$ cat config.mk
export PLATFORM = sky130hd
export DESIGN_NAME = exp_golomb_rbsp_bit_writer
export DESIGN_NICKNAME = d
export VERILOG_FILES = /design/src/design/egrbw_pkg.sv /design/src/design/egrbw_ctrl.sv /design/src/design/egrbw_datapath.sv /design/src/design/exp_golomb_rbsp_bit_writer.sv
export SDC_FILE = /design/constraint.sdc
export NUM_CORES = 1
export LEC_CHECK = 0
export BUFFER_PORTS_ARGS = -buffer_cell sky130_fd_sc_hd__clkbuf_2
export CAP_MARGIN = 10
export CORE_ASPECT_RATIO = 1.1
export CORE_MARGIN = 4
export CORE_UTILIZATION = 35
export CTS_CLUSTER_DIAMETER = 120
export DETAILED_ROUTE_END_ITERATION = 6
export GPL_TIMING_DRIVEN = 0
export PLACE_DENSITY = 0.58
export RECOVER_POWER = 50
export SYNTH_ARGS = -nofsm -noshare
export SYNTH_HDL_FRONTEND = slang
export SYNTH_SLANG_ARGS = --single-unit
$ cat constraint.sdc
create_clock -name clock -period 7.1 [get_ports clock]
set_input_delay 0.71 -clock clock [delete_from_list [all_inputs] [get_ports clock]]
set_output_delay 0.71 -clock clock [all_outputs]
set_load 0.03 [all_outputs]
$ cat src/design/egrbw_pkg.sv
package egrbw_pkg;

   // Stream buffer size in bytes; the length count saturates at this figure.
   localparam int unsigned BUFFER_BYTES = 1048576;
   localparam int unsigned LEN_BITS     = 21;
   localparam logic [LEN_BITS-1:0] LEN_CAP =
      (BUFFER_BYTES < 32'h001F_FFFF) ? LEN_BITS'(BUFFER_BYTES) : {LEN_BITS{1'b1}};

   // Bit cache geometry.
   localparam logic [5:0] CACHE_BITS = 6'd32;

   // Emulation prevention byte and the raw start code.
   localparam logic [7:0]  EPB_BYTE   = 8'h03;
   localparam logic [7:0]  EPB_LIMIT  = 8'h03;
   localparam logic [31:0] START_CODE = 32'h0000_0001;

   // Largest Exp-Golomb code number that can be coded in 32 bits.
   localparam logic [32:0] CODE_MAX = 33'h0_FFFF_FFFE;

   // Command codes.
   typedef enum logic [3:0] {
      MODE_PUT        = 4'd0,
      MODE_UE         = 4'd1,
      MODE_SE         = 4'd2,
      MODE_ALIGN_ZERO = 4'd3,
      MODE_ALIGN_ONE  = 4'd4,
      MODE_TRAILING   = 4'd5,
      MODE_FLUSH      = 4'd6,
      MODE_START_CODE = 4'd7,
      MODE_RESTART    = 4'd8
   } mode_type;

   // Step strobes from the controller to the datapath; at most one is high.
   typedef struct packed {
      logic capture;
      logic code;
      logic lz_group;
      logic lz_bit;
      logic put_first;
      logic put_second;
      logic load_flush;
      logic load_start;
      logic restart;
      logic emit;
      logic finish;
   } dp_cmd_type;

   // Status from the datapath to the controller.
   typedef struct packed {
      mode_type mode;
      logic     out_free;
      logic     word_empty;
   } dp_status_type;

endpackage

$ cat src/design/egrbw_ctrl.sv
module egrbw_ctrl
   import egrbw_pkg::*;
(
   input  logic          clock,
   input  logic          reset,
   input  logic          req_valid,
   output logic          req_ready,
   input  dp_status_type dp_status,
   output dp_cmd_type    dp_cmd
);

   typedef enum logic [8:0] {
      ST_IDLE         = 9'b000000001,
      ST_DECODE       = 9'b000000010,
      ST_LZ_GROUP     = 9'b000000100,
      ST_LZ_BIT       = 9'b000001000,
      ST_PUT_FIRST    = 9'b000010000,
      ST_DRAIN_FIRST  = 9'b000100000,
      ST_PUT_SECOND   = 9'b001000000,
      ST_DRAIN_SECOND = 9'b010000000,
      ST_DONE         = 9'b100000000
   } state_type;

   state_type state_ff;
   state_type state_in;
   logic      two_phase;

   // Commands that append a second bit field after the first one.
   assign two_phase = (dp_status.mode == MODE_UE) || (dp_status.mode == MODE_SE) ||
                      (dp_status.mode == MODE_TRAILING);

   // Sequencing of datapath steps, one step per cycle unless a drain or the finish waits for the output register.
   always_comb begin
      state_in  = state_ff;
      dp_cmd    = '0;
      req_ready = 1'b0;
      case (state_ff)
         ST_IDLE: begin
            req_ready = 1'b1;
            if (req_valid) begin
               dp_cmd.capture = 1'b1;
               state_in       = ST_DECODE;
            end
         end
         ST_DECODE: begin
            case (dp_status.mode)
               MODE_PUT, MODE_ALIGN_ZERO, MODE_ALIGN_ONE, MODE_TRAILING: begin
                  dp_cmd.put_first = 1'b1;
                  state_in         = ST_DRAIN_FIRST;
               end
               MODE_UE, MODE_SE: begin
                  dp_cmd.code = 1'b1;
                  state_in    = ST_LZ_GROUP;
               end
               MODE_FLUSH: begin
                  dp_cmd.load_flush = 1'b1;
                  state_in          = ST_DRAIN_SECOND;
               end
               MODE_START_CODE: begin
                  dp_cmd.load_start = 1'b1;
                  state_in          = ST_DRAIN_SECOND;
               end
               MODE_RESTART: begin
                  dp_cmd.restart = 1'b1;
                  state_in       = ST_DONE;
               end
               default: begin
                  state_in = ST_DONE;
               end
            endcase
         end
         ST_LZ_GROUP: begin
            dp_cmd.lz_group = 1'b1;
            state_in        = ST_LZ_BIT;
         end
         ST_LZ_BIT: begin
            dp_cmd.lz_bit = 1'b1;
            state_in      = ST_PUT_FIRST;
         end
         ST_PUT_FIRST: begin
            dp_cmd.put_first = 1'b1;
            state_in         = ST_DRAIN_FIRST;
         end
         ST_DRAIN_FIRST: begin
            if (dp_status.word_empty) begin
               state_in = two_phase ? ST_PUT_SECOND : ST_DONE;
            end else if (dp_status.out_free) begin
               dp_cmd.emit = 1'b1;
            end
         end
         ST_PUT_SECOND: begin
            dp_cmd.put_second = 1'b1;
            state_in          = ST_DRAIN_SECOND;
         end
         ST_DRAIN_SECOND: begin
            if (dp_status.word_empty) begin
               state_in = ST_DONE;
            end else if (dp_status.out_free) begin
               dp_cmd.emit = 1'b1;
            end
         end
         ST_DONE: begin
            if (dp_status.out_free) begin
               dp_cmd.finish = 1'b1;
               state_in      = ST_IDLE;
            end
         end
         default: begin
            state_in = ST_IDLE;
         end
      endcase
   end

   // State register.
   always_ff @(posedge clock) begin
      if (reset) begin
         state_ff <= ST_IDLE;
      end else begin
         state_ff <= state_in;
      end
   end

endmodule

$ cat src/design/egrbw_datapath.sv
module egrbw_datapath
   import egrbw_pkg::*;
(
   input  logic                clock,
   input  logic                reset,
   input  dp_cmd_type          dp_cmd,
   output dp_status_type       dp_status,
   input  logic [3:0]          req_mode,
   input  logic [31:0]         req_value,
   input  logic [5:0]          req_bit_count,
   output logic                rsp_valid,
   input  logic                rsp_ready,
   output logic [7:0]          rsp_data_byte,
   output logic                rsp_has_byte,
   output logic                rsp_last,
   output logic [LEN_BITS-1:0] rsp_stream_length,
   output logic                rsp_error
);

   // Captured transaction.
   mode_type      mode_ff, mode_in;
   logic [31:0]   value_ff, value_in;
   logic [5:0]    bit_count_ff, bit_count_in;

   // Writer state.
   logic [31:0]         cache_ff, cache_in;
   logic [5:0]          count_ff, count_in;
   logic [1:0]          hist_ff, hist_in;
   logic [LEN_BITS-1:0] written_ff, written_in;
   logic                err_ff, err_in;

   // Word being sent byte by byte.
   logic [31:0] word_ff, word_in;
   logic [2:0]  word_left_ff, word_left_in;
   logic        prevent_ff, prevent_in;

   // Exp-Golomb code number plus one and its bit length less one.
   logic [31:0] code_ff, code_in;
   logic [1:0]  grp_ff, grp_in;
   logic [7:0]  grp_byte_ff, grp_byte_in;
   logic [4:0]  len_ff, len_in;

   // Held-back byte, so the final one can carry the end marker.
   logic        pend_valid_ff, pend_valid_in;
   logic [7:0]  pend_byte_ff, pend_byte_in;

   // Output register.
   logic                rsp_valid_ff, rsp_valid_in;
   logic [7:0]          rsp_data_byte_ff, rsp_data_byte_in;
   logic                rsp_has_byte_ff, rsp_has_byte_in;
   logic                rsp_last_ff, rsp_last_in;
   logic [LEN_BITS-1:0] rsp_stream_length_ff, rsp_stream_length_in;
   logic                rsp_error_ff, rsp_error_in;
   logic                rsp_push;

   // Combinational helpers.
   logic [2:0]  gap;
   logic [31:0] gap_ones;
   logic [5:0]  put_count_clamped;
   logic [31:0] put_val;
   logic [5:0]  put_n;
   logic [31:0] put_bits;
   logic [6:0]  put_total;
   logic        put_fits;
   logic [5:0]  put_over;
   logic [5:0]  fit_shift;
   logic [31:0] cache_fit;
   logic [31:0] word_over;
   logic [31:0] cache_over;
   logic [31:0] neg_value;
   logic [32:0] code_raw;
   logic        clamped;
   logic [31:0] code_plus;
   logic [1:0]  grp_sel;
   logic [7:0]  grp_byte_sel;
   logic [2:0]  msb_pos;
   logic [7:0]  top_byte;
   logic        insert_epb;
   logic [7:0]  emit_byte;
   logic [LEN_BITS:0]   len_sum;
   logic [LEN_BITS-1:0] flush_length;

   // Zero or one padding up to the next byte boundary.
   assign gap      = 3'(3'd0 - count_ff[2:0]);
   assign gap_ones = ~(32'hFFFF_FFFF << gap);
   assign put_count_clamped = (bit_count_ff > CACHE_BITS) ? CACHE_BITS : bit_count_ff;

   // Operands of the bit field to append.
   always_comb begin
      put_val = '0;
      put_n   = '0;
      if (dp_cmd.put_second) begin
         if ((mode_ff == MODE_UE) || (mode_ff == MODE_SE)) begin
            put_val = code_ff;
            put_n   = {1'b0, len_ff} + 6'd1;
         end else begin
            put_n = {3'b000, gap};
         end
      end else begin
         case (mode_ff)
            MODE_PUT: begin
               put_val = value_ff;
               put_n   = put_count_clamped;
            end
            MODE_UE, MODE_SE: begin
               put_n = {1'b0, len_ff};
            end
            MODE_ALIGN_ZERO: begin
               put_n = {3'b000, gap};
            end
            MODE_ALIGN_ONE: begin
               put_val = gap_ones;
               put_n   = {3'b000, gap};
            end
            MODE_TRAILING: begin
               put_val = 32'd1;
               put_n   = 6'd1;
            end
            default: begin
               put_val = '0;
               put_n   = '0;
            end
         endcase
      end
   end

   // Cache insertion; on overflow the full word leaves and the rest starts afresh.
   assign put_bits   = put_val & ~(32'hFFFF_FFFF << put_n);
   assign put_total  = 7'(count_ff) + 7'(put_n);
   assign put_fits   = (put_total <= 7'd32);
   assign put_over   = 6'(put_total - 7'd32);
   assign fit_shift  = 6'(7'd32 - put_total);
   assign cache_fit  = cache_ff | (put_bits << fit_shift);
   assign word_over  = cache_ff | (put_bits >> put_over);
   assign cache_over = put_bits << 6'(CACHE_BITS - put_over);

   // Code number for ue and se, clamped to what fits in 32 bits.
   assign neg_value = 32'd0 - value_ff;
   always_comb begin
      if (mode_ff == MODE_SE) begin
         if ((value_ff != 32'd0) && !value_ff[31]) begin
            code_raw = {value_ff, 1'b0} - 33'd1;
         end else begin
            code_raw = {neg_value, 1'b0};
         end
      end else begin
         code_raw = {1'b0, value_ff};
      end
   end
   assign clamped   = (code_raw > CODE_MAX);
   assign code_plus = clamped ? 32'hFFFF_FFFF : (code_raw[31:0] + 32'd1);

   // Leading one search, first the byte group and then the bit inside it.
   always_comb begin
      if (code_ff[31:24] != 8'd0) begin
         grp_sel      = 2'd3;
         grp_byte_sel = code_ff[31:24];
      end else if (code_ff[23:16] != 8'd0) begin
         grp_sel      = 2'd2;
         grp_byte_sel = code_ff[23:16];
      end else if (code_ff[15:8] != 8'd0) begin
         grp_sel      = 2'd1;
         grp_byte_sel = code_ff[15:8];
      end else begin
         grp_sel      = 2'd0;
         grp_byte_sel = code_ff[7:0];
      end
   end

   always_comb begin
      msb_pos = '0;
      for (int i = 0; i < 8; i++) begin
         if (grp_byte_ff[i]) begin
            msb_pos = 3'(i);
         end
      end
   end

   // Emulation prevention: a 0x03 goes first when two zero bytes meet a byte of 0x03 or less.
   assign top_byte   = word_ff[31:24];
   assign insert_epb = prevent_ff && (hist_ff == 2'd2) && (top_byte <= EPB_LIMIT);
   assign emit_byte  = insert_epb ? EPB_BYTE : top_byte;

   // Stream length reported by flush.
   assign len_sum      = (LEN_BITS+1)'(written_ff) + (LEN_BITS+1)'(count_ff[2:0] != 3'd0);
   assign flush_length = (len_sum > (LEN_BITS+1)'(LEN_CAP)) ? LEN_CAP : len_sum[LEN_BITS-1:0];

   // Next state of every register.
   always_comb begin
      mode_in              = mode_ff;
      value_in             = value_ff;
      bit_count_in         = bit_count_ff;
      cache_in             = cache_ff;
      count_in             = count_ff;
      hist_in              = hist_ff;
      written_in           = written_ff;
      err_in               = err_ff;
      word_in              = word_ff;
      word_left_in         = word_left_ff;
      prevent_in           = prevent_ff;
      code_in              = code_ff;
      grp_in               = grp_ff;
      grp_byte_in          = grp_byte_ff;
      len_in               = len_ff;
      pend_valid_in        = pend_valid_ff;
      pend_byte_in         = pend_byte_ff;
      rsp_data_byte_in     = rsp_data_byte_ff;
      rsp_has_byte_in      = rsp_has_byte_ff;
      rsp_last_in          = rsp_last_ff;
      rsp_stream_length_in = rsp_stream_length_ff;
      rsp_error_in         = rsp_error_ff;
      rsp_push             = 1'b0;

      if (dp_cmd.capture) begin
         mode_in      = mode_type'(req_mode);
         value_in     = req_value;
         bit_count_in = req_bit_count;
         err_in       = 1'b0;
      end

      if (dp_cmd.code) begin
         code_in = code_plus;
         err_in  = err_ff | clamped;
      end

      if (dp_cmd.lz_group) begin
         grp_in      = grp_sel;
         grp_byte_in = grp_byte_sel;
      end

      if (dp_cmd.lz_bit) begin
         len_in = {grp_ff, msb_pos};
      end

      if (dp_cmd.put_first || dp_cmd.put_second) begin
         if (put_fits) begin
            cache_in = cache_fit;
            count_in = put_total[5:0];
         end else begin
            word_in      = word_over;
            word_left_in = 3'd4;
            prevent_in   = 1'b1;
            cache_in     = cache_over;
            count_in     = put_over;
         end
      end

      if (dp_cmd.load_flush) begin
         word_in      = cache_ff;
         word_left_in = count_ff[5:3];
         prevent_in   = 1'b1;
         cache_in     = cache_ff << {count_ff[5:3], 3'b000};
         count_in     = {3'b000, count_ff[2:0]};
      end

      if (dp_cmd.load_start) begin
         word_in      = START_CODE;
         word_left_in = 3'd4;
         prevent_in   = 1'b0;
         err_in       = err_ff | (count_ff != 6'd0);
      end

      if (dp_cmd.restart) begin
         cache_in   = '0;
         count_in   = '0;
         hist_in    = '0;
         written_in = '0;
      end

      if (dp_cmd.emit) begin
         if (pend_valid_ff) begin
            rsp_data_byte_in     = pend_byte_ff;
            rsp_has_byte_in      = 1'b1;
            rsp_last_in          = 1'b0;
            rsp_stream_length_in = '0;
            rsp_error_in         = 1'b0;
            rsp_push             = 1'b1;
         end
         pend_valid_in = 1'b1;
         pend_byte_in  = emit_byte;
         if (written_ff < LEN_CAP) begin
            written_in = written_ff + LEN_BITS'(1);
         end
         if (emit_byte == 8'd0) begin
            hist_in = (hist_ff == 2'd2) ? 2'd2 : (hist_ff + 2'd1);
         end else begin
            hist_in = 2'd0;
         end
         if (!insert_epb) begin
            word_in      = word_ff << 8;
            word_left_in = word_left_ff - 3'd1;
         end
      end

      if (dp_cmd.finish) begin
         rsp_data_byte_in     = pend_valid_ff ? pend_byte_ff : 8'd0;
         rsp_has_byte_in      = pend_valid_ff;
         rsp_last_in          = 1'b1;
         rsp_stream_length_in = (mode_ff == MODE_FLUSH) ? flush_length : '0;
         rsp_error_in         = err_ff;
         rsp_push             = 1'b1;
         pend_valid_in        = 1'b0;
      end

      if (rsp_push) begin
         rsp_valid_in = 1'b1;
      end else if (rsp_ready) begin
         rsp_valid_in = 1'b0;
      end else begin
         rsp_valid_in = rsp_valid_ff;
      end
   end

   // Control and writer state.
   always_ff @(posedge clock) begin
      if (reset) begin
         cache_ff      <= '0;
         count_ff      <= '0;
         hist_ff       <= '0;
         written_ff    <= '0;
         err_ff        <= 1'b0;
         word_left_ff  <= '0;
         pend_valid_ff <= 1'b0;
         rsp_valid_ff  <= 1'b0;
      end else begin
         cache_ff      <= cache_in;
         count_ff      <= count_in;
         hist_ff       <= hist_in;
         written_ff    <= written_in;
         err_ff        <= err_in;
         word_left_ff  <= word_left_in;
         pend_valid_ff <= pend_valid_in;
         rsp_valid_ff  <= rsp_valid_in;
      end
   end

   // Payload registers.
   always_ff @(posedge clock) begin
      mode_ff              <= mode_in;
      value_ff             <= value_in;
      bit_count_ff         <= bit_count_in;
      word_ff              <= word_in;
      prevent_ff           <= prevent_in;
      code_ff              <= code_in;
      grp_ff               <= grp_in;
      grp_byte_ff          <= grp_byte_in;
      len_ff               <= len_in;
      pend_byte_ff         <= pend_byte_in;
      rsp_data_byte_ff     <= rsp_data_byte_in;
      rsp_has_byte_ff      <= rsp_has_byte_in;
      rsp_last_ff          <= rsp_last_in;
      rsp_stream_length_ff <= rsp_stream_length_in;
      rsp_error_ff         <= rsp_error_in;
   end

   // Status and outputs.
   assign dp_status.mode       = mode_ff;
   assign dp_status.out_free   = !rsp_valid_ff || rsp_ready;
   assign dp_status.word_empty = (word_left_ff == 3'd0);

   assign rsp_valid         = rsp_valid_ff;
   assign rsp_data_byte     = rsp_data_byte_ff;
   assign rsp_has_byte      = rsp_has_byte_ff;
   assign rsp_last          = rsp_last_ff;
   assign rsp_stream_length = rsp_stream_length_ff;
   assign rsp_error         = rsp_error_ff;

`ifndef SYNTH
   a_count_range: assert property (@(posedge clock) disable iff (reset)
      count_ff <= CACHE_BITS)
      else $error("Bit cache holds more than 32 bits.");

   a_word_drained: assert property (@(posedge clock) disable iff (reset)
      (dp_cmd.put_first || dp_cmd.put_second || dp_cmd.load_flush || dp_cmd.load_start)
         |-> (word_left_ff == 3'd0))
      else $error("New word loaded before the previous one was sent.");

   a_pend_empty: assert property (@(posedge clock) disable iff (reset)
      dp_cmd.capture |-> !pend_valid_ff)
      else $error("A held-back byte survived the end of a transaction.");

   a_epb_holds_word: assert property (@(posedge clock) disable iff (reset)
      (dp_cmd.emit && insert_epb) |=> ((hist_ff == 2'd0) && $stable(word_left_ff)))
      else $error("Prevention byte did not clear the zero history or consumed a byte.");

   a_length_cap: assert property (@(posedge clock) disable iff (reset)
      written_ff <= LEN_CAP)
      else $error("Byte count exceeds the buffer size.");
`endif

endmodule

$ cat src/design/exp_golomb_rbsp_bit_writer.sv
// Channel   Handshake              Payload
// req       req_valid/req_ready    req_mode, req_value, req_bit_count
// rsp       rsp_valid/rsp_ready    rsp_data_byte, rsp_has_byte, rsp_last,
//                                  rsp_stream_length, rsp_error
//
// One transaction is taken at a time. Restart and unused codes only decode; put and
// align add a cache put and its drain, flush a load and a drain, trailing bits two puts
// with drains, and ue and se the code step, the two-step leading one search and the two
// cache puts. Each stream byte, inserted 0x03 and start code bytes included, is a drain step.
// Reset is synchronous and empties the bit cache, zero history and byte count.
// A low rsp_ready stalls the byte drain; req_ready is high only between transactions.
module exp_golomb_rbsp_bit_writer
   import egrbw_pkg::*;
(
   input  logic                clock,
   input  logic                reset,
   input  logic                req_valid,
   output logic                req_ready,
   input  logic [3:0]          req_mode,
   input  logic [31:0]         req_value,
   input  logic [5:0]          req_bit_count,
   output logic                rsp_valid,
   input  logic                rsp_ready,
   output logic [7:0]          rsp_data_byte,
   output logic                rsp_has_byte,
   output logic                rsp_last,
   output logic [LEN_BITS-1:0] rsp_stream_length,
   output logic                rsp_error
);

   dp_cmd_type    dp_cmd;
   dp_status_type dp_status;

   // Sequencer.
   egrbw_ctrl u_ctrl (
      .clock     (clock),
      .reset     (reset),
      .req_valid (req_valid),
      .req_ready (req_ready),
      .dp_status (dp_status),
      .dp_cmd    (dp_cmd)
   );

   // Bit cache, byte emitter and output register.
   egrbw_datapath u_datapath (
      .clock             (clock),
      .reset             (reset),
      .dp_cmd            (dp_cmd),
      .dp_status         (dp_status),
      .req_mode          (req_mode),
      .req_value         (req_value),
      .req_bit_count     (req_bit_count),
      .rsp_valid         (rsp_valid),
      .rsp_ready         (rsp_ready),
      .rsp_data_byte     (rsp_data_byte),
      .rsp_has_byte      (rsp_has_byte),
      .rsp_last          (rsp_last),
      .rsp_stream_length (rsp_stream_length),
      .rsp_error         (rsp_error)
   );

endmodule

==> metrics, run 1 <==
count of different cell masters after synthesis 94; outcome finished with violations; CP Capture Type flip-flop; Fin Hold WS 0.276 ns; HP Class primary input to flip-flop; n_diodes 0; total congestion overflow 0; layout cells sized above 1 8.25%; hold depth 1; Seq/Total Area, Yosys 31.9%; Syn Area/Cell slightly below 8 sq um; largest net degree at the start of global routing 43; max frequency 146 MHz; die area 0.0577 sq mm; Syn-to-layout area delta 12.0%; initial antenna violation count 0; CTS buffer count 28; hold path start req_value[29]; drc violations 0; Req. time, crit path 7.56 ns; Post-CTS Setup Inserts 0; Buffers on Ports between 70 and 80; mux contribution to synthesized area 4.21%; Static Leakage 7.13 nW; YS warnings 0; synthesis-stage register bit count ~240; Synth top area share 20.2%; crit path launch type flip-flop; routability cong. approximately 1; Max-slew headroom -81.6%; fin crit share 96.5%; CP Class flip-flop to flip-flop; routed vias/inst 6.40; area leader, netlist edfxtp_1; failing checks max-capacitance violations, max-slew violations; Iter 0 DRT Violations roughly 2100; multi-input combinational cell area 0.0120 sq mm; Final Skew 0.0291 ns; main combinational cell family by area after synthesis compound AO/OA/AOI/OAI gates; wire per inst 27.3 um; Synth Area in Simple Gates 25.2%; worst-skew pair later-pin latency around 0.6 ns; FILL cells ~5500; vias 20600; die width 229 um; Setup crit start u_datapath.mode_ff[1]$_DFFE_PP_; synth top area cells edfxtp_1 (20%), dfxtp_1 (12%), nand2_1 (5.4%); r2r worst-path depth 17; Synth Area in Adders around 1.6%; most frequent cells in the layout nand2_1 (271), nor2_1 (263), clkbuf_1 (191), o21ai_0 (170), a21oi_1 (142); H-tree levels 1; Crit Path Max Fanout 10; clk sink count 237; Post-Synth XOR/XNOR Area approximately 5.2%; Final ANT Viol Nets 0; Post-Syn Area 0.0189 sq mm; Final Hold Viols 0; # setup viols final 0; Max Transition Viols Final 77; clock buffer depth 3; Final #Nets roughly 2600; CORE AREA 0.0529 sq mm; fraction of registers with async set/reset 0%; maximum VDD drop roughly 0.19 mV; Routed WL between 80 and 90 mm; first-pass GRT wire length 129 mm; Reg clk slew, reported paths 0.06 ns; gr usage total 29.1%; ys flop type edfxtp_1; # hold bufs at CTS 0; CTS tree built; syn nets between 2000 and 2500; cells after synthesis 2416; arrival time worst endpoint 7.31 ns; RSZ-0062 raised after global routing yes; num ports 80; PwrDens 183 mW/mm^2; compound-cell area share of the yosys netlist a little over a quarter; Post-synth EDFFs 127; DPL Wire Length 69.5 mm; Critical R2R Launch u_datapath.mode_ff[1]$_DFFE_PP_; Pre-Repair DR Iteration Count 6; vias in the first global route 19600; row cnt 88; worst-margin pin slew 2.71 ns; Final Critical Period 6.85 ns; initial core utilization 35.7%; # Max-Cap Violations 2; Register Area 0.00602 sq mm; clock root buffer clkbuf_16; commonest non-fill, non-tap cell in the layout nand2_1; post-route insts no fill 3221; Post-Place Cells 3172; Die Y around 250 um
==> state kept, by name, summed over array words and instances (netlist names), 2 cells and up <==
signal	flops
u_datapath.count_ff	6
u_ctrl.state_ff	9
u_datapath.written_ff	21
u_datapath.grp_byte_ff	7
u_datapath.code_ff	32
u_datapath.len_ff	5
u_datapath.hist_ff	2
u_datapath.mode_ff	4
u_datapath.rsp_stream_length	21
u_datapath.bit_count_ff	6
u_datapath.word_ff	32
u_datapath.rsp_data_byte	8
u_datapath.cache_ff	32
u_datapath.grp_ff	2
u_datapath.pend_byte_ff	8
u_datapath.value_ff	32
u_datapath.word_left_ff	3
==> path summary, 6_finish.rpt <==
kind	to	slack, ns
worst max-delay path	u_datapath.word_ff[12]$_DFF_P_	0.25
worst min-delay path	u_datapath.value_ff[29]$_DFFE_PP_	0.28
worst max register to register	u_datapath.word_ff[12]$_DFF_P_	0.25
worst min register to register	u_datapath.len_ff[3]$_DFFE_PP_	0.42
==> metrics by stage <==
step	power (mW)	setup WS (ns)	utilization, %	cell area [sq um]	setup TNS, ns
3_3_place_gp	2.38	-0.768	38.0	20100	-21.73
2_1_floorplan	2.08	1.88	-	18900	0
6_report	3.86	0.248	40.0	21100	0
4_1_cts	3.86	0.0188	40.0	21100	0
5_1_grt	3.99	-0.0125	40.0	21100	-0.0125
3_5_place_dp	2.37	-0.528	38.1	20100	-12.70
==> area by class of cell <==
cell class,instances,share of cell area (%)
clock inverters,11,0.645
clock buffers,39,3.77
inverters,48,0.870
flip-flops and latches,237,28.5
multi-input cells,1947,56.9
repair buffers,83,1.89
plain buffers,181,3.43
well taps,675,4.00
==> layer usage <==
| metal | vias up | GRT usage (%) | share of wire [%] |
|---|---|---|---|
| met5 | - | 0 | 0 |
| met4 | 0 | 16.1 | 6.8 |
| met3 | 302 | 4.58 | 7.6 |
| met2 | 1178 | 48.5 | 46 |
| met1 | 9844 | 36.0 | 39 |
| li1 | 9299 | - | - |
==> logic make-up (layout without fill, tap and decap cells) <==
group / count (synthesis) / in the layout
AO/OA/AOI/OAI: 759 / 759
adder cells (fa/ha/maj): 23 / 23
buffers and inverters: 232 / 362
flip-flops: 237 / 237
multiplexers: 70 / 70
XOR/XNOR: 113 / 113
AND/OR/NAND/NOR: 982 / 982
==> critical path, cell delays in order, from the launching register on <==
cell and delay, ns:
edfxtp_1 0.44, clkbuf_1 0.36, clkbuf_1 0.38, and3b_1 0.23
a31oi_1 0.25, nand3_1 0.12, a21o_1 0.29, ha_1 0.53
clkbuf_1 0.61, clkbuf_1 0.55, clkbuf_2 0.47, clkbuf_1 0.62
clkbuf_1 0.59, o311ai_0 0.24, o21ai_0 0.30, o211ai_1 0.17
a211oi_1 0.42, o211ai_1 0.14
==> report_power, final <==
group          total [mW]  switching [mW]  internal (mW)
Combinational       0.805           0.560          0.245
Sequential           1.58          0.0704           1.51
Clock                1.48           0.623          0.855
Total                3.86            1.25           2.61
==> timing repair <==
action                                  CTS  global route
pin swaps                                 0             0
endpoints found under the setup margin   60            67
cloned                                    0             0
resized for setup                        11            20
==> cells in the mapped netlist (37+ instances only) <==
library cell,count
inv_1,45
edfxtp_1,127
dfxtp_1,110
xnor2_1,67
a22oi_1,37
nand2_1,271
xor2_1,46
a21oi_1,142
mux2i_1,40
clkbuf_1,160
nor3_1,75
nor2_1,269
a31oi_1,48
o21ai_0,170
nand3_1,93
a211oi_1,41
o211ai_1,39
Note: power is estimated with default switching activity, not from simulation.
==> inputs of run 2 (changes only) <==
Settings changed: CORE_UTILIZATION 35 to 30, PLACE_DENSITY 0.58 to 0.53.
==> metrics, run 2 (synthesis gave the netlist of run 1 again) <==
outcome finished with violations; failing checks design-rule violations, max-capacitance violations, max-slew violations; crit path launch type flip-flop; Final Critical Period 6.82 ns; worst path setup slack after routing about 0.28 ns; PwrDens 178 mW/mm^2; flop2flop setup slack 0.28 ns; Reg clk slew, reported paths approximately 0.070 ns; maximum VDD drop between 0.15 and 0.2 mV; H-tree levels 1; Critical R2R Launch u_datapath.mode_ff[1]$_DFFE_PP_; CTS tree built; gr usage total 26.0%; die width ~250 um; fin crit share 96.0%; CP endpoint u_datapath.word_ff[5]$_DFF_P_; max frequency 147 MHz; HP Class primary input to flip-flop; CTS buffer count 28; total congestion overflow 0; die area around 0.067 sq mm; # Max-Cap Violations 2; Final Hold Viols 0; DPL Wire Length between 70 and 80 mm; Max Transition Viols Final 77; Fin Hold WS ~0.28 ns; num ports 80; Crit Path Max Fanout 10; CTS resizes 14; row cnt 96; CP Class flip-flop to flip-flop; Critical Path, Cell by Cell clkbuf_1, clkbuf_2, and3b_1, a31oi_1, nand3_1, a21o_1, ha_1, clkbuf_1, clkbuf_1, clkbuf_1, clkbuf_1, clkbuf_1, nand2_1, a31oi_1, o221ai_1, a211oi_1, nor3_1; most frequent cells in the layout nand2_1 (271), nor2_1 (264), clkbuf_1 (190), o21ai_0 (170), a21oi_1 (141); wire per inst 26.7 um; Final Skew 0.0393 ns; clock buffer depth 3; clock root buffer clkbuf_16; vias in the first global route 19600; CP Buf/Inv Count 7; n_diodes 0; Final #Nets 2596; Syn-to-layout area delta 12.9%; drc violations 12; Iter 0 DRT Violations 2273; Post-CTS Setup Inserts 0; initial antenna violation count 0; clk sink count 237; most used cell along the critical path clkbuf_1; r2r worst-path depth 17; commonest non-fill, non-tap cell in the layout nand2_1; # setup viols final 0; arrival time worst endpoint 7.26 ns; CP max-delay cell clkbuf_1; routability cong. 0.990; vias about 20000; Setup crit start u_datapath.mode_ff[1]$_DFFE_PP_; initial core utilization 30.3%; family with the most delay on the worst path buffers and inverters; # hold bufs at CTS 0; FILL cells ~6600; CP peak stage delay 0.76 ns; Worst Setup Slack post-DPL -0.479 ns; multi-input combinational cell area between 0.01 and 0.015 sq mm; setup_tns 0 ns; Static Leakage 7.11 nW; Register Area 0.00602 sq mm; Levels on crit path 17; Req. time, crit path approximately 7.6 ns; routed vias/inst 6.09; CP Capture Type flip-flop; r2r endpoint u_datapath.word_ff[5]$_DFF_P_; layout cells sized above 1 8.32%; Die Y 271 um; Max-slew headroom -80.4%; worst-margin pin slew approximately 2.7 ns; Routed WL 90.4 mm; largest net degree at the start of global routing 43; Pre-Repair DR Iteration Count 7; CORE AREA 0.0623 sq mm; first-pass GRT wire length around 130 mm; Buffers on Ports 79; Final ANT Viol Nets 0; worst-skew pair later-pin latency 0.60 ns; RSZ-0062 raised after global routing no
-- run 2: cell count changes in the layout (fill, tap and decap cells not counted), moves of 3 or more --
cell      before  now
clkinv_1       3    7
nor4_1        26   29
clkbuf_8       3    0
nor4_2         5    2
-- run 2: cell type report --
type / instances / share of cell area, %
flip-flops and latches: 237 / 28.2
plain buffers: 181 / 3.41
well taps: 833 / 4.89
clock inverters: 17 / 0.676
clock buffers: 35 / 3.41
repair buffers: 84 / 1.92
inverters: 48 / 0.864
multi-input cells: 1947 / 56.6
-- run 2: layer usage --
metal  GRT usage [%]  share of wire, %
met4            13.6               6.5
met1            33.1                41
met3            2.89               6.4
met5               0                 0
met2            43.1                46
-- run 2: worst min path at each step --
| stage | cells after the start | end | start |
|---|---|---|---|
| after detailed placement | 0 | u_datapath.len_ff[3]$_DFFE_PP_ | u_datapath.grp_ff[0]$_SDFFCE_PP1P_ |
| final | 1 | u_datapath.value_ff[30]$_DFFE_PP_ | req_value[30] |
| after global placement | 0 | u_datapath.len_ff[4]$_DFFE_PP_ | u_datapath.grp_ff[1]$_SDFFCE_PP1P_ |
| after CTS | 1 | u_datapath.value_ff[27]$_DFFE_PP_ | req_value[27] |
| after global routing | 1 | u_datapath.value_ff[26]$_DFFE_PP_ | req_value[26] |
| after floorplan | 0 | u_datapath.len_ff[3]$_DFFE_PP_ | u_datapath.grp_ff[0]$_SDFFCE_PP1P_ |
-- run 2: through the flow --
| step | power, mW | cells | util [%] | instance area [sq um] |
|---|---|---|---|---|
| after global routing | 3.93 | 3382 | 34.2 | 21300 |
| after global placement | 2.40 | 3328 | 32.6 | 20300 |
| after floorplan | 2.08 | 2416 | - | 18900 |
| final | 3.80 | 3382 | 34.2 | 21300 |
| after CTS | 3.79 | 3383 | 34.1 | 21300 |
| after detailed placement | 2.39 | 3332 | 32.6 | 20400 |
-- run 2: power by group --
part	internal (mW)	switching, mW
Sequential	1.51	0.0757
Combinational	0.246	0.569
Clock	0.767	0.630
Total	2.52	1.27
==> inputs of run 3 (changes only) <==
Settings changed: SYNTH_HIERARCHICAL from default to 1.
==> metrics, run 3 <==
Iter 0 DRT Violations 2118; flop2flop setup slack about 0.24 ns; most frequent cells in the layout nor2_1 (262), nand2_1 (232), clkbuf_1 (182), a21oi_1 (154), edfxtp_1 (127); synth top area cells edfxtp_1 (20%), dfxtp_1 (11%), nor2_1 (5.2%); initial core utilization ~30%; Pre-Repair DR Iteration Count 7; Final ANT Viol Nets 0; Switch Pwr 2.12 mW; Synth top area share 19.6%; worst-skew pair later-pin latency 0.62 ns; drc violations 1; DPL Wire Length just under 70 mm; Final Critical Period 6.86 ns; synthesis-stage register bit count 237; arrival time worst endpoint 7.36 ns; wire per inst 25.3 um; Critical R2R Launch u_ctrl/state_ff[4]$_SDFFE_PP0P_; total internal power 3.29 mW; Seq/Total Area, Yosys ~31%; YS warnings 6; Final Skew 0.0382 ns; die area slightly below 0.07 sq mm; count of different cell masters after synthesis about 110; Synth top cells by count nor2_1 (269), nand2_1 (234), clkbuf_1 (163), a21oi_1 (154); CP max-delay cell or4b_1; hold path start req_value[14]; cells after synthesis between 2000 and 2500; Setup crit start u_ctrl/state_ff[4]$_SDFFE_PP0P_; Max-slew headroom -35.2%; commonest non-fill, non-tap cell in the layout nor2_1; Buffers on Ports between 70 and 80; total congestion overflow 0; family with the most delay on the worst path simple AND/OR/NAND/NOR gates; PwrDens 243 mW/mm^2; routability cong. 1.00; area leader, netlist edfxtp_1; outcome finished with violations; Util after Layout 34.8%; Max Transition Viols Final 37; ys flop type edfxtp_1; first-pass GRT wire length 129 mm; maximum VDD drop 0.209 mV; routed vias/inst 6.07; RSZ-0062 raised after global routing no; fraction of registers with async set/reset 0%; max frequency 146 MHz; Final #Nets ~2600; fin crit share between 90% and 100%; Final Hold Viols 0; top-count cell post-synth nor2_1; # Max-Cap Violations 1; CP peak stage delay 0.59 ns; syn nets between 2000 and 3000; failing checks design-rule violations, max-capacitance violations, max-slew violations; clock buffer depth 3; Worst Setup Slack post-DPL -2.21 ns; Routed WL 87.0 mm; H-tree levels 1; worst path setup slack after routing 0.238 ns; Req. time, crit path 7.59 ns; Post-synth EDFFs 127; num ports 80; FILL cells 6797; CTS buffer count 30; crit path launch type flip-flop; CTS tree built; Crit Path Max Fanout 10; die width 251 um; CP Capture Type flip-flop; # setup viols final 0; Syn Area/Cell approximately 7.9 sq um; vias 20900; largest net degree at the start of global routing 37; Critical Path, Cell by Cell or4_4, or2_4, nor4b_4, buf_2, or3b_2, nor4_2, a21oi_1, inv_2, buf_2, ha_1, or4b_1, o2111ai_2, o32ai_4, nor2_2, clkbuf_2, clkbuf_2, o21ai_0, a21oi_1, o21ai_0; clock power share between 30 and 40%; Post-Syn Area 0.0195 sq mm; switch share between 30% and 40%; HP Class primary input to flip-flop; layout cells sized above 1 10.3%; Die Y 275 um; Comb pwr share 35.5%; Reg power frac a little under a third; Syn-to-layout area delta 14.6%; row cnt 97; Static Leakage 7.33 nW; CORE AREA 0.0640 sq mm; initial antenna violation count 1; clock root buffer clkbuf_16; worst-margin pin slew 2.03 ns; Reg clk slew, reported paths 0.07 ns; clk sink count 237; gr usage total 24.0%; CP Buf/Inv Count 5; vias in the first global route 20000; CP Class flip-flop to flip-flop
==> run 3: cell count changes in the layout (fill, tap and decap cells not counted), moves of 13 or more <==
cell	before	now
o21ai_0	170	124
nand2_1	271	232
xnor2_1	64	84
o22ai_1	19	34
a21oi_1	141	154
and3_1	35	22
==> run 3: what timing repair did <==
action | in CTS | in global routing
setup endpoints to repair | 68 | 66
setup buffers | 1 | 4
pin swaps | 1 | 3
hold buffers | 0 | 0
gates resized for setup | 34 | 44
==> run 3: cell families after synthesis <==
logic type | synth area share [%]
flops | 30.9
buf+inv | 5.29
fa+ha+maj | 1.52
xor+xnor | 5.65
simple gates | 24.4
mux | 3.87
compound gates | 28.3
==> run 3: worst reg2reg max path, cell delays in order (launching register included) <==
cell and delay (ns):
dfxtp_1 0.38, or4_4 0.55, or2_4 0.27, nor4b_4 0.29
buf_2 0.28, or3b_2 0.52, nor4_2 0.38, a21oi_1 0.26
inv_2 0.22, buf_2 0.34, ha_1 0.45, or4b_1 0.59
o2111ai_2 0.30, o32ai_4 0.24, nor2_2 0.40, clkbuf_2 0.35
clkbuf_2 0.33, o21ai_0 0.14, a21oi_1 0.31, o21ai_0 0.14
==> run 3: through the flow <==
stage | instances | power [mW] | area (sq um) | setup TNS [ns] | hold slack (ns)
floorplan | 2458 | 2.94 | 19500 | 0 | 0.400
global placement | 3378 | 3.54 | 20900 | -118.52 | 0.403
detailed placement | 3382 | 3.55 | 21000 | -116.35 | 0.405
CTS | 3436 | 5.36 | 22200 | 0 | 0.256
global route | 3440 | 5.66 | 22300 | 0 | 0.270
finish | 3441 | 5.41 | 22300 | 0 | 0.285
==> run 3: final cells by class <==
type                            instances  area [sq um]  area share, %
Multi-Input combinational cell       1960         12600           56.4
Sequential cell                       237          6020           27.0
Tap cell                              841          1050           4.72
Buffer                                200           835           3.74
Clock buffer                           31           764           3.43
Timing Repair Buffer                   91           443           1.99
Clock inverter                         25           388           1.74
Inverter                               55           211          0.949
Antenna cell                            1          2.50         0.0112
==> run 3: layer usage <==
metal  global-route usage (%)  wire, um  vias up
met2                     41.3     41300     1046
met3                     3.48      5670      264
met5                        0         0        -
li1                         -         -     9517
met1                     29.4     34800    10100
met4                     12.2      5290        0
==> run 3: power groups by stage <==
stage	Clock [mW]	Combinational, mW	Sequential [mW]
finish	1.78	1.92	1.72
global route	1.87	2.06	1.73
CTS	1.82	1.84	1.71
detailed placement	0	1.81	1.74
global placement	0	1.80	1.74
floorplan	0	1.24	1.70
==> run 3: final timing paths <==
path,endpoint,cells after the start
hold / removal,u_datapath/value_ff[14]$_DFFE_PP_,1
setup reg to reg,u_datapath/word_ff[29]$_DFF_P_,19
setup / recovery,u_datapath/word_ff[29]$_DFF_P_,19
hold reg to reg,u_datapath/len_ff[3]$_DFFE_PP_,0
